### config.mk
export PLATFORM = sky130hd
export DESIGN_NAME = held_key_tracker_flat
export DESIGN_NICKNAME = d
export VERILOG_FILES = /design/src/rtl/hkt_pkg.sv /design/src/rtl/hkt_in_if.sv /design/src/rtl/hkt_out_if.sv /design/src/rtl/hkt_cell.sv /design/src/rtl/held_key_tracker.sv /design/src/flat_wrapper.sv
export SDC_FILE = /design/constraint.sdc
export NUM_CORES = 1
export LEC_CHECK = 0
export ABC_AREA = 1
export BUFFER_PORTS_ARGS = -buffer_cell sky130_fd_sc_hd__buf_2
export CAP_MARGIN = 20
export CORE_MARGIN = 2
export CORE_UTILIZATION = 45
export DETAILED_ROUTE_END_ITERATION = 12
export PLACE_DENSITY_LB_ADDON = 0.05
export SKIP_CTS_REPAIR_TIMING = 1
export SYNTH_ARGS = -nofsm -noshare
export SYNTH_HDL_FRONTEND = slang
export SYNTH_SLANG_ARGS = --single-unit
### constraint.sdc
create_clock -name clk -period 9.77 [get_ports clk]
set_clock_uncertainty 0.05 [all_clocks]
set_input_delay 0 -clock clk [delete_from_list [all_inputs] [get_ports clk]]
set_output_delay 0 -clock clk [all_outputs]
set_load 0.005 [all_outputs]
### src/rtl/hkt_pkg.sv
// ----------------------------------------------------------------------------
// hkt_pkg
// shared types and constants of the held key tracker
// ----------------------------------------------------------------------------
package hkt_pkg;

    localparam int TRACK_DEPTH  = 16;
    localparam int RESULT_LIMIT = 16;

    localparam int ROW_W     = 5;
    localparam int COL_W     = 5;
    localparam int PKT_W     = 11;
    localparam int ROW_LSB   = 0;
    localparam int COL_LSB   = 5;
    localparam int PRESS_BIT = 10;

    localparam int CNT_W   = $clog2(TRACK_DEPTH + 1);
    localparam int LIMIT_N = (RESULT_LIMIT < TRACK_DEPTH) ? RESULT_LIMIT : TRACK_DEPTH;

    typedef struct packed {
        logic [ROW_W-1:0] row;
        logic [COL_W-1:0] col;
    } entry_t;

    typedef enum logic [1:0] {
        CMD_HOLD   = 2'd0,
        CMD_INSERT = 2'd1,
        CMD_REMOVE = 2'd2,
        CMD_ROTATE = 2'd3
    } cell_cmd_t;

    typedef struct packed {
        cell_cmd_t cmd;
        entry_t    key;
    } cell_ctrl_t;

endpackage

### src/rtl/hkt_in_if.sv
// ----------------------------------------------------------------------------
// hkt_in_if
// input channel: key packet or scan tick
// ----------------------------------------------------------------------------
interface hkt_in_if;

    logic                      valid;
    logic                      ready;
    logic                      kind;
    logic [hkt_pkg::PKT_W-1:0] raw_packet;

    modport source (output valid, output kind, output raw_packet, input ready);
    modport sink   (input valid, input kind, input raw_packet, output ready);

endinterface

### src/rtl/hkt_out_if.sv
// ----------------------------------------------------------------------------
// hkt_out_if
// output channel: key events
// ----------------------------------------------------------------------------
interface hkt_out_if;

    logic                      valid;
    logic                      ready;
    logic [hkt_pkg::ROW_W-1:0] key_row;
    logic [hkt_pkg::COL_W-1:0] key_col;
    logic                      is_press;
    logic                      last_event;

    modport source (output valid, output key_row, output key_col, output is_press,
                    output last_event, input ready);
    modport sink   (input valid, input key_row, input key_col, input is_press,
                    input last_event, output ready);

endinterface

### src/rtl/hkt_cell.sv
// ----------------------------------------------------------------------------
// hkt_cell
// one table slot: holds a key, compares it, and shifts toward either neighbor
// ----------------------------------------------------------------------------
module hkt_cell (
    input  logic                clk,
    input  hkt_pkg::cell_ctrl_t ctrl,
    input  logic                occupied,
    input  hkt_pkg::entry_t     left,
    input  hkt_pkg::entry_t     right,
    input  logic                hit_in,
    output logic                hit_out,
    output logic                match,
    output hkt_pkg::entry_t     data
);

    hkt_pkg::entry_t data_reg;
    hkt_pkg::entry_t data_next;

    assign match   = occupied && (data_reg == ctrl.key);
    assign hit_out = hit_in | match;
    assign data    = data_reg;

    always_comb
    begin
        unique case (ctrl.cmd)
            hkt_pkg::CMD_INSERT: data_next = left;
            hkt_pkg::CMD_ROTATE: data_next = right;
            hkt_pkg::CMD_REMOVE: data_next = hit_out ? right : data_reg;
            default:             data_next = data_reg;
        endcase
    end

    always_ff @(posedge clk)
    begin
        data_reg <= data_next;
    end

endmodule

### src/rtl/held_key_tracker.sv
// ----------------------------------------------------------------------------
// held_key_tracker
// ordered table of held keys built as a row of shifting cells
// ----------------------------------------------------------------------------
// in_ch carries either a key packet (kind 0: row, column, pressed flag) or a
// scan tick (kind 1). out_ch carries key events with row, column, is_press and
// a last_event mark on the final event of each input item.
// A packet is accepted in ST_IDLE; in ST_EXEC every cell compares its key in
// parallel and the row shifts to insert or remove.
// A scan tick rotates the row one cell per cycle (held while an event waits for
// the output register) through a full turn; the head cell feeds the output, so
// every held key is sent newest first and the table ends in its original order.
// One item is in work at a time; in_ch.ready is high when the block is idle,
// and an item is accepted while the last event still waits in the output
// register. When the receiver stalls, the rotation and the table update wait
// until the output register frees up; nothing is lost.
// Reset empties the table (entry count zero) and clears the output valid flag;
// no clearing pass is needed.
// ----------------------------------------------------------------------------
module held_key_tracker (
    input  logic          clk,
    input  logic          rst_n,
    hkt_in_if.sink        in_ch,
    hkt_out_if.source     out_ch
);

    typedef enum logic [2:0] {
        ST_IDLE = 3'b001,
        ST_EXEC = 3'b010,
        ST_SCAN = 3'b100
    } state_t;

    state_t                    state_reg, state_next;
    logic [hkt_pkg::CNT_W-1:0] count_reg, count_next;
    logic [hkt_pkg::CNT_W-1:0] step_reg, step_next;
    hkt_pkg::entry_t           key_reg, key_next;
    logic                      press_reg, press_next;

    logic                      out_valid_reg, out_valid_next;
    hkt_pkg::entry_t           out_key_reg, out_key_next;
    logic                      out_press_reg, out_press_next;
    logic                      out_last_reg, out_last_next;

    hkt_pkg::cell_ctrl_t                   ctrl;
    hkt_pkg::entry_t                       cell_data [hkt_pkg::TRACK_DEPTH];
    logic [hkt_pkg::TRACK_DEPTH:0]         hit_chain;
    logic [hkt_pkg::TRACK_DEPTH-1:0]       match_vec;

    logic                      in_acc;
    logic                      o_free;
    logic                      hit;
    logic                      full;
    logic [hkt_pkg::CNT_W-1:0] scan_n;
    logic                      emitting;
    logic                      load_out;

    assign hit_chain[0] = 1'b0;

    for (genvar i = 0; i < hkt_pkg::TRACK_DEPTH; i++)
    begin : g_cell
        hkt_pkg::entry_t left_d;
        hkt_pkg::entry_t right_d;

        if (i == 0)
        begin : g_head
            assign left_d = key_reg;
        end
        else
        begin : g_body
            assign left_d = cell_data[i-1];
        end

        if (i == hkt_pkg::TRACK_DEPTH - 1)
        begin : g_tail
            assign right_d = cell_data[0];
        end
        else
        begin : g_mid
            assign right_d = cell_data[i+1];
        end

        hkt_cell u_cell (
            .clk      (clk),
            .ctrl     (ctrl),
            .occupied (hkt_pkg::CNT_W'(i) < count_reg),
            .left     (left_d),
            .right    (right_d),
            .hit_in   (hit_chain[i]),
            .hit_out  (hit_chain[i+1]),
            .match    (match_vec[i]),
            .data     (cell_data[i])
        );
    end

    assign in_ch.ready       = (state_reg == ST_IDLE);
    assign in_acc            = in_ch.valid && in_ch.ready;
    assign o_free            = !out_valid_reg || out_ch.ready;
    assign hit               = hit_chain[hkt_pkg::TRACK_DEPTH];
    assign full              = (count_reg == hkt_pkg::CNT_W'(hkt_pkg::TRACK_DEPTH));
    assign scan_n            = (count_reg > hkt_pkg::CNT_W'(hkt_pkg::LIMIT_N))
                               ? hkt_pkg::CNT_W'(hkt_pkg::LIMIT_N) : count_reg;
    assign emitting          = (step_reg < scan_n);

    assign out_ch.valid      = out_valid_reg;
    assign out_ch.key_row    = out_key_reg.row;
    assign out_ch.key_col    = out_key_reg.col;
    assign out_ch.is_press   = out_press_reg;
    assign out_ch.last_event = out_last_reg;

    always_comb
    begin
        state_next     = state_reg;
        count_next     = count_reg;
        step_next      = step_reg;
        key_next       = key_reg;
        press_next     = press_reg;
        out_key_next   = out_key_reg;
        out_press_next = out_press_reg;
        out_last_next  = out_last_reg;
        load_out       = 1'b0;
        ctrl.key       = key_reg;
        ctrl.cmd       = hkt_pkg::CMD_HOLD;

        unique case (state_reg)
            ST_IDLE:
            begin
                if (in_acc)
                begin
                    key_next.row = in_ch.raw_packet[hkt_pkg::ROW_LSB +: hkt_pkg::ROW_W];
                    key_next.col = in_ch.raw_packet[hkt_pkg::COL_LSB +: hkt_pkg::COL_W];
                    press_next   = in_ch.raw_packet[hkt_pkg::PRESS_BIT];
                    step_next    = '0;
                    state_next   = in_ch.kind ? ST_SCAN : ST_EXEC;
                end
            end
            ST_EXEC:
            begin
                if (!(hit || (press_reg && !full)))
                begin
                    state_next = ST_IDLE;
                end
                else if (o_free)
                begin
                    load_out       = 1'b1;
                    out_key_next   = key_reg;
                    out_press_next = press_reg;
                    out_last_next  = 1'b1;
                    state_next     = ST_IDLE;
                    if (press_reg && !hit)
                    begin
                        ctrl.cmd   = hkt_pkg::CMD_INSERT;
                        count_next = count_reg + 1'b1;
                    end
                    else if (!press_reg)
                    begin
                        ctrl.cmd   = hkt_pkg::CMD_REMOVE;
                        count_next = count_reg - 1'b1;
                    end
                end
            end
            ST_SCAN:
            begin
                if (!emitting || o_free)
                begin
                    ctrl.cmd  = hkt_pkg::CMD_ROTATE;
                    step_next = step_reg + 1'b1;
                    if (emitting)
                    begin
                        load_out       = 1'b1;
                        out_key_next   = cell_data[0];
                        out_press_next = 1'b1;
                        out_last_next  = (step_reg + 1'b1 == scan_n);
                    end
                    if (step_reg == hkt_pkg::CNT_W'(hkt_pkg::TRACK_DEPTH - 1))
                    begin
                        state_next = ST_IDLE;
                    end
                end
            end
            default:
            begin
                state_next = ST_IDLE;
            end
        endcase

        out_valid_next = load_out ? 1'b1 : (out_ch.ready ? 1'b0 : out_valid_reg);
    end

    always_ff @(posedge clk or negedge rst_n)
    begin
        if (!rst_n)
        begin
            state_reg     <= ST_IDLE;
            count_reg     <= '0;
            step_reg      <= '0;
            out_valid_reg <= 1'b0;
        end
        else
        begin
            state_reg     <= state_next;
            count_reg     <= count_next;
            step_reg      <= step_next;
            out_valid_reg <= out_valid_next;
        end
    end

    always_ff @(posedge clk)
    begin
        key_reg       <= key_next;
        press_reg     <= press_next;
        out_key_reg   <= out_key_next;
        out_press_reg <= out_press_next;
        out_last_reg  <= out_last_next;
    end

    a_count_range: assert property (@(posedge clk) disable iff (!rst_n)
        count_reg <= hkt_pkg::CNT_W'(hkt_pkg::TRACK_DEPTH))
        else $error("entry count beyond table depth");

    a_single_match: assert property (@(posedge clk) disable iff (!rst_n)
        (state_reg == ST_EXEC) |-> $onehot0(match_vec))
        else $error("key held in more than one cell");

    a_insert_count: assert property (@(posedge clk) disable iff (!rst_n)
        (ctrl.cmd == hkt_pkg::CMD_INSERT) |=> (count_reg == $past(count_reg) + 1'b1))
        else $error("insert did not grow the table");

    a_remove_count: assert property (@(posedge clk) disable iff (!rst_n)
        (ctrl.cmd == hkt_pkg::CMD_REMOVE) |=> (count_reg == $past(count_reg) - 1'b1))
        else $error("remove did not shrink the table");

    a_scan_count_stable: assert property (@(posedge clk) disable iff (!rst_n)
        (state_reg == ST_SCAN) |=> $stable(count_reg))
        else $error("table size changed during a scan");

endmodule

### src/flat_wrapper.sv
// flat-port wrapper written by rule: the top's interface ports become plain ports
module held_key_tracker_flat 
  (clk, rst_n, in_ch_valid, in_ch_kind, in_ch_raw_packet, in_ch_ready, out_ch_valid, out_ch_key_row, out_ch_key_col, out_ch_is_press, out_ch_last_event, out_ch_ready);
  hkt_in_if in_ch_i ();
  hkt_out_if out_ch_i ();
  input  logic clk;
  input  logic rst_n;
  input wire logic [$bits(in_ch_i.valid)-1:0] in_ch_valid;
  input wire logic [$bits(in_ch_i.kind)-1:0] in_ch_kind;
  input wire logic [$bits(in_ch_i.raw_packet)-1:0] in_ch_raw_packet;
  output wire logic [$bits(in_ch_i.ready)-1:0] in_ch_ready;
  output wire logic [$bits(out_ch_i.valid)-1:0] out_ch_valid;
  output wire logic [$bits(out_ch_i.key_row)-1:0] out_ch_key_row;
  output wire logic [$bits(out_ch_i.key_col)-1:0] out_ch_key_col;
  output wire logic [$bits(out_ch_i.is_press)-1:0] out_ch_is_press;
  output wire logic [$bits(out_ch_i.last_event)-1:0] out_ch_last_event;
  input wire logic [$bits(out_ch_i.ready)-1:0] out_ch_ready;
  assign in_ch_i.valid = in_ch_valid;
  assign in_ch_i.kind = in_ch_kind;
  assign in_ch_i.raw_packet = in_ch_raw_packet;
  assign in_ch_ready = in_ch_i.ready;
  assign out_ch_valid = out_ch_i.valid;
  assign out_ch_key_row = out_ch_i.key_row;
  assign out_ch_key_col = out_ch_i.key_col;
  assign out_ch_is_press = out_ch_i.is_press;
  assign out_ch_last_event = out_ch_i.last_event;
  assign out_ch_i.ready = out_ch_ready;
  held_key_tracker u_core (.clk(clk), .rst_n(rst_n), .in_ch(in_ch_i), .out_ch(out_ch_i));
endmodule
==> summary.md, run 1 <==
| Metric | Value |
|---|---|
| Status | finished, final reports clean |
| TritonCTS clock tree | yes |
| Via count of the first global-routing pass | 8933 |
| Global-route wire length before repair | 53340 µm |
| Area growth, synth to finish | 8.563% |
| Slew Limit Fails | 0 |
| List of most frequent post-synthesis cells | sky130_fd_sc_hd__nand2_1, sky130_fd_sc_hd__nand3_1, sky130_fd_sc_hd__edfxtp_1 |
| Peak clock frequency supported by timing | 0.2081 GHz |
| CP endpoint kind | flip-flop |
| Antenna cell count | 0 |
| Final critical-path share of the clock period | 49.19% |
| Clock slew seen by the registers of the worst setup and hold paths | 90 ps |
| Chip Width | 165.4 µm |
| Prevailing post-synth register cell | sky130_fd_sc_hd__edfxtp_1 |
| Leading cell type by number of instances after synthesis | sky130_fd_sc_hd__nand2_1 |
| GR Overflow Total | 0 |
| Register bit count reported by yosys | 197 |
| Worst-case vdd ir drop | 0.1019 mV |
| Largest net degree at the start of global routing | 99 |
| Number of top-level pins | 30 |
| Floorplan die height | 165.4 µm |
| Register-to-Register Path Depth | 20 |
| Wirelength, routed | 34840 µm |
| Sum Neg Setup Slack | 0 ps |
| Data required time at the worst endpoint | 10040 ps |
| RePlAce Congestion | 0.9144 |
| Static power due to leakage | 0.005455 µW |
| Number of design rule violations left after detail routing | 0 |
| Post-Synthesis Net Count | 1381 |
| Reported max-cap violation count | 0 |
| Antenna Nets Post-Route | 0 |
| WHS Path Cells | 2 |
| WHS | 201.9 ps |
| First-pass iteration count of the detailed router | 6 |
| Final cell area excluding filler cells | 12720 µm² |
| Later-pin clock latency in the skew report | 450 ps |
| Clock tree buffer depth | 2 |
| Number of failing hold endpoints at the final stage | 0 |
| Number of nets in the layout | 1380 |
| Core Area | 25840 µm² |
| Normalized max-slew margin | 34.57% |
| Post-synthesis average cell area | 8.649 µm² |
| TritonCTS Buffers | 17 |
| Share of synthesized flip-flops with an asynchronous set or reset | 7.107% |
| Fin crit period | 4806 ps |
| Final-report setup violation count | 0 |
| Top area cells in the synthesized netlist | sky130_fd_sc_hd__edfxtp_1, sky130_fd_sc_hd__nand2_1, sky130_fd_sc_hd__nand3_1 |
| Number of sinks handled by clock tree synthesis | 197 |
| Post-placement setup slack | 4959 ps |
| Total number of H-tree levels | 4 |
| Total global routing track utilization | 26.15% |
| Number of antenna violations at the first check in global routing | 0 |
| Post-Place Cell Area | 11920 µm² |
| Cell area after synthesis | 11720 µm² |
| DR vias | 9318 |
| PnR Total Power | 2984 µW |
| Dominant cell type by area after synthesis | sky130_fd_sc_hd__edfxtp_1 |
| HPWL after detailed placement | 23330 µm |
| Data arrival, critical path | 5070 ps |
| Power per cell area | 234.6 nW/µm² |
| Type of the most critical hold path | in -> reg |
| Slack of the critical path | 4964 ps |
| Maximum fanout along the worst path | 83 |
| Share of synthesized area occupied by flip-flops and latches | 49.89% |
| Unrepaired setup endpoints after global routing | false |
| Root Driver | sky130_fd_sc_hd__clkbuf_16 |
| Warnings, synthesis | 0 |
| Start-to-end type of the worst setup path | reg -> reg |
| Fraction of final layout cells sized beyond drive strength 1 | 8.047% |
| Std-Cell Rows | 59 |
| # port buffers | 29 |
| Actual transition at the worst max-transition pin | 981.5 ps |
| Overall die area | 27350 µm² |
| Post-synth EDFFs | 183 |
| Netlist cell types | 38 |
| Critical path startpoint category | flip-flop |
| Flip-flop count of the largest register, all copies and words added | 160 |
| Via density per instance | 5.475 |
| WL per Instance | 20.47 µm |
| Initial Util | 45.36% |
| Starting DRT DRC Count | 945 |
| Proportion of netlist area held by the largest area contributor | 46.89% |
| Cell count after synthesis | 1355 |
## stage by stage
| stage | std cells | utilization (%) |
|---|---|---|
| after floorplan | 1355 | - |
| after global placement | 1652 | 46.12 |
| after detailed placement | 1652 | 46.12 |
| after CTS | 1684 | 48.47 |
| after global routing | 1702 | 49.24 |
| final | 1702 | 49.24 |
## final timing paths
check,slack [ps],endpoint,from
min in group asynchronous,510,u_core.state_reg[0],rst_n
max,4960,u_core.g_cell[5].u_cell.data[1],u_core.ctrl[6]
min reg2reg,460,u_core.state_reg[2],u_core.state_reg[2]
max reg2reg,4960,u_core.g_cell[5].u_cell.data[1],u_core.ctrl[6]
min,200,u_core.ctrl[0],in_ch_raw_packet[5]
max in group asynchronous,8120,u_core.count_reg[2],rst_n
## critical path, cell delays in order (launching register included)
cell,delay (ps)
sky130_fd_sc_hd__edfxtp_1,1000
sky130_fd_sc_hd__nand2_1,120
sky130_fd_sc_hd__nand2_1,110
sky130_fd_sc_hd__nor2_1,40
sky130_fd_sc_hd__nand2_1,50
sky130_fd_sc_hd__nor2_1,40
sky130_fd_sc_hd__nand2_1,80
sky130_fd_sc_hd__nand2_1,70
sky130_fd_sc_hd__nor2_1,100
sky130_fd_sc_hd__nand4_1,120
sky130_fd_sc_hd__nor2_1,110
sky130_fd_sc_hd__nand4_1,110
sky130_fd_sc_hd__nor2_1,140
sky130_fd_sc_hd__nand4_2,130
sky130_fd_sc_hd__nor2_4,210
sky130_fd_sc_hd__nand2_4,180
sky130_fd_sc_hd__nand3_4,120
sky130_fd_sc_hd__buf_4,700
sky130_fd_sc_hd__buf_4,770
sky130_fd_sc_hd__nand3_1,180
sky130_fd_sc_hd__nand2_1,130
## cell usage in the layout (no fill, tap or decap), drive strengths merged
cell / n
dlygate4sd3: 17
o41ai: 1
or2: 9
clkinvlp: 1
edfxtp: 183
inv: 73
o221ai: 1
nor3b: 3
a21oi: 6
nor3: 16
o22ai: 2
ha: 10
xnor2: 53
nand2: 479
nor4: 10
dfrtp: 13
nor2: 69
nand3b: 1
nand4: 37
dfstp: 1
buf: 46
or3b: 1
o211a: 1
nand3: 205
o21ai: 15
clkbuf: 17
clkinv: 9
a31oi: 2
xor2: 86
## metal layers
layer | part of all wire, % | global-route usage, %
met1 | 47 | 38.02
met2 | 45 | 40.15
met3 | 5.2 | 3.621
met4 | 2.8 | 9.130
met5 | 0 | 0
## power by group
part	total (µW)	internal (µW)	switching, µW
clock	735	349	385
sequential	1320	1150	169
combinational	929	316	613
total	2980	1820	1170
## area by class of cell
type | count | area [µm²]
sequential | 197 | 5847
tap | 335 | 419.2
clock inverter | 15 | 182.7
clock buffer | 17 | 425.4
timing repair buffer | 63 | 462.9
multi-input combinational | 1007 | 5130
fill | 2493 | 13120
inverter | 68 | 255.2
## cell families after synthesis
kind of cell	count (synthesis)	share of synthesized area [%]
buffers and inverters	151	6.481
AND/OR/NAND/NOR	830	30.82
XOR/XNOR	139	10.39
adder cells (fa/ha/maj)	10	1.068
AO/OA/AOI/OAI	28	1.345
flip-flops	197	49.89
(Power assumes the default switching activity.)
==> run 2, diff against run 1 <==
- ABC_AREA: 1 -> 0
- clock period: 9.77 -> 4.4 ns (I/O delays scaled with it)
==> run 2 against run 1 <==
Against the previous run: cell area rose by 0.56%; wire length fell by 6.9%; setup slack worse by 4500 ps; power rose by 66%; critical path depth shrank 7; worst hold slack worse by 200 ps; global-route usage is 1.4 points lower; clock power up 120%; via count decreased by 24%; fmax grew 21%; clock-buffer cell count unchanged; cell count decreased by 28%; critical path type unchanged.
==> summary.md, run 2 <==
| Metric | Value |
|---|---|
| Status | finished, final reports clean |
| Number of antenna violations at the first check in global routing | 0 |
| HPWL after detailed placement | 23350 µm |
| # port buffers | 29 |
| Antenna Nets Post-Route | 0 |
| Startpoint of the worst-slack reg-to-reg timing path | u_core.count_reg[4] |
| Number of top-level pins | 30 |
| Wirelength, routed | 32440 µm |
| Largest net degree at the start of global routing | 47 |
| Maximum fanout along the worst path | 13 |
| WL per Instance | 26.61 µm |
| Netlist cell types | 67 |
| Initial Util | 45.84% |
| Number of design rule violations left after detail routing | 0 |
| Peak clock frequency supported by timing | 0.2518 GHz |
| Slew Limit Fails | 0 |
| Fraction of final layout cells sized beyond drive strength 1 | 31.83% |
| Overall die area | 26950 µm² |
| Slowest cell delay on critical path | 670 ps |
| Type of the most critical hold path | in -> async |
| Global-route wire length before repair | 47880 µm |
| Fill cell total of the finished layout | 2144 |
| Top area cells in the synthesized netlist | sky130_fd_sc_hd__edfxtp_1, sky130_fd_sc_hd__mux2_4, sky130_fd_sc_hd__xor2_1 |
| Post-Synthesis Net Count | 849 |
| Root Driver | sky130_fd_sc_hd__clkbuf_16 |
| Area occupied by multi-input gates | 5263 µm² |
| CP endpoint kind | flip-flop |
| Power per cell area | 387.4 nW/µm² |
| List of most frequent post-synthesis cells | sky130_fd_sc_hd__edfxtp_1, sky130_fd_sc_hd__mux2_4, sky130_fd_sc_hd__xor2_1 |
| Core Area | 25180 µm² |
| TritonCTS Buffers | 17 |
| PnR Total Power | 4956 µW |
| Proportion of netlist area held by the largest area contributor | 47.61% |
| Fin crit period | 3971 ps |
| Flip-flop count of the largest register, all copies and words added | 160 |
| Post-Place Cell Area | 12010 µm² |
| Final critical-path share of the clock period | 90.25% |
| Share of synthesized flip-flops with an asynchronous set or reset | 7.107% |
| Most frequent standard cell in the layout excluding fill and tap cells | sky130_fd_sc_hd__edfxtp_1 |
| Clock tree buffer depth | 2 |
| Static power due to leakage | 0.004486 µW |
| Launch point of the critical path | u_core.count_reg[4] |
| First-pass iteration count of the detailed router | 5 |
| Worst-case vdd ir drop | 0.2580 mV |
| Dominant cell type by area after synthesis | sky130_fd_sc_hd__edfxtp_1 |
| Clock slew seen by the registers of the worst setup and hold paths | 80 ps |
| Post-layout utilization of the core | 50.80% |
| Antenna cell count | 0 |
| Most prevalent standard cell on the critical path | sky130_fd_sc_hd__o21a_1 |
| Unrepaired setup endpoints after global routing | false |
| Post-synthesis average cell area | 14.02 µm² |
| Sequential standard cell area | 5847 µm² |
| RePlAce Congestion | 0.9087 |
| Data arrival, critical path | 4130 ps |
| Data required time at the worst endpoint | 4560 ps |
| Normalized max-slew margin | 28.97% |
| Chip Width | 164.2 µm |
| Starting DRT DRC Count | 666 |
| Critical path, cell by cell | clkinv_1, nand2_1, ha_1, nor2b_1, o21a_1, o21a_1, o21a_1, o21ai_1, buf_4, nand3b_1, nor3b_1, nor2_1, buf_4 |
| Register bit count reported by yosys | 197 |
| Later-pin clock latency in the skew report | 450 ps |
| Register-to-Register Path Depth | 13 |
| Actual transition at the worst max-transition pin | 1065 ps |
| Most frequent cells in the layout | sky130_fd_sc_hd__edfxtp_1, sky130_fd_sc_hd__mux2_4, sky130_fd_sc_hd__xor2_1 |
| Reg2Reg Capture Point | u_core.g_cell[11].u_cell.data[9] |
| Post-synth EDFFs | 183 |
| Area growth, synth to finish | 10.84% |
| Cell area after synthesis | 11540 µm² |
| Cell type of the slowest stage on the worst timing path | sky130_fd_sc_hd__dfrtp_1 |
| Reg-to-reg setup timing slack | 430 ps |
| Share of synthesized area occupied by flip-flops and latches | 50.66% |
| Via count of the first global-routing pass | 7273 |
| GR Overflow Total | 0 |
| Start-to-end type of the worst setup path | reg -> reg |
| Prevailing post-synth register cell | sky130_fd_sc_hd__edfxtp_1 |
| Total global routing track utilization | 24.74% |
| Warnings, synthesis | 0 |
| Critical path startpoint category | flip-flop |
| Leading cell type by number of instances after synthesis | sky130_fd_sc_hd__edfxtp_1 |
| Final cell area excluding filler cells | 12790 µm² |
| Cell count after synthesis | 823 |
| Sum Neg Setup Slack | 0 ps |
| Number of nets in the layout | 902 |
| Reported max-cap violation count | 0 |
| TritonCTS clock tree | yes |
| Number of sinks handled by clock tree synthesis | 197 |
| End point of the critical path | u_core.g_cell[11].u_cell.data[9] |
| DR vias | 7121 |
| Final-report setup violation count | 0 |
| Floorplan die height | 164.2 µm |
| Number of failing hold endpoints at the final stage | 0 |
| Std-Cell Rows | 58 |
| Total number of H-tree levels | 4 |
| Via density per instance | 5.842 |
[run 2: changes by cell type after synthesis, moves of 19 or more]
| cell | before | now |
|---|---|---|
| sky130_fd_sc_hd__nor2_1 | 65 | 23 |
| sky130_fd_sc_hd__clkbuf_1 | 25 | 2 |
| sky130_fd_sc_hd__nand2_1 | 477 | 19 |
| sky130_fd_sc_hd__nand3_1 | 202 | 25 |
| sky130_fd_sc_hd__buf_2 | 31 | 12 |
| sky130_fd_sc_hd__inv_1 | 57 | 10 |
| sky130_fd_sc_hd__mux2_2 | 0 | 70 |
| sky130_fd_sc_hd__mux2_4 | 0 | 100 |
[run 2: through the flow]
| stage | setup WS, ps | cells | hold slack, ps |
|---|---|---|---|
| finish | 429.0 | 1219 | 0.9204 |
| global route | 190.7 | 1219 | 11.31 |
| CTS | 453.5 | 1202 | -595.2 |
| detailed placement | 424.8 | 1170 | -110.6 |
| global placement | 471.1 | 1170 | -119.2 |
| floorplan | 1034 | 823 | -345.6 |
[run 2: worst min-delay path by stage]
| stage | endpoint | depth (start not counted) | startpoint | slack [ps] |
|---|---|---|---|---|
| floorplan | u_core.count_reg[0] | 0 | rst_n | -350 |
| global placement | u_core.step_reg[0] | 1 | rst_n | -120 |
| detailed placement | u_core.step_reg[0] | 1 | rst_n | -110 |
| CTS | u_core.step_reg[4] | 1 | rst_n | -600 |
| global route | u_core.state_reg[0] | 2 | rst_n | 10 |
| finish | u_core.state_reg[0] | 2 | rst_n | 0.9 |
[run 2: cell type report]
class / count / share of cell area, %
flip-flops and latches: 197 / 45.70
multi-input cells: 569 / 41.13
repair buffers: 80 / 4.831
clock buffers: 17 / 3.325
well taps: 330 / 3.227
clock inverters: 15 / 1.457
inverters: 11 / 0.3227
[run 2: worst max-delay path: cells and delay by family (launching register included)]
kind	cells	cell delay, ps
buf+inv	3	910
simple gates	5	1060
compound gates	4	780
flops	1	670
fa+ha+maj	1	250
[run 2: layer usage]
| metal | up-vias | routed length, µm | global-route usage (%) |
|---|---|---|---|
| met5 | - | 0 | 0 |
| met4 | 0 | 728 | 7.576 |
| met3 | 51 | 1415 | 3.990 |
| met2 | 234 | 15390 | 39.56 |
| met1 | 3652 | 14910 | 34.59 |
| li1 | 3184 | - | - |
[run 2: kinds of logic (layout without fill, tap and decap cells)]
group | Yosys count | count (layout) | share of synthesized area (%)
DFF | 197 | 197 | 50.66
muxes | 172 | 172 | 20.01
AOI/OAI and AO/OA | 57 | 57 | 3.458
buffers and inverters | 57 | 123 | 3.913
adders and majority gates | 10 | 10 | 1.084
and+or+nand+nor | 163 | 163 | 8.206
xor gates and xnor gates | 167 | 167 | 12.67
[run 2: report_power, final]
group	total [µW]	switching (µW)	internal, µW
sequential	2290	122	2160
clock	1600	826	773
combinational	1070	567	505
total	4960	1520	3440
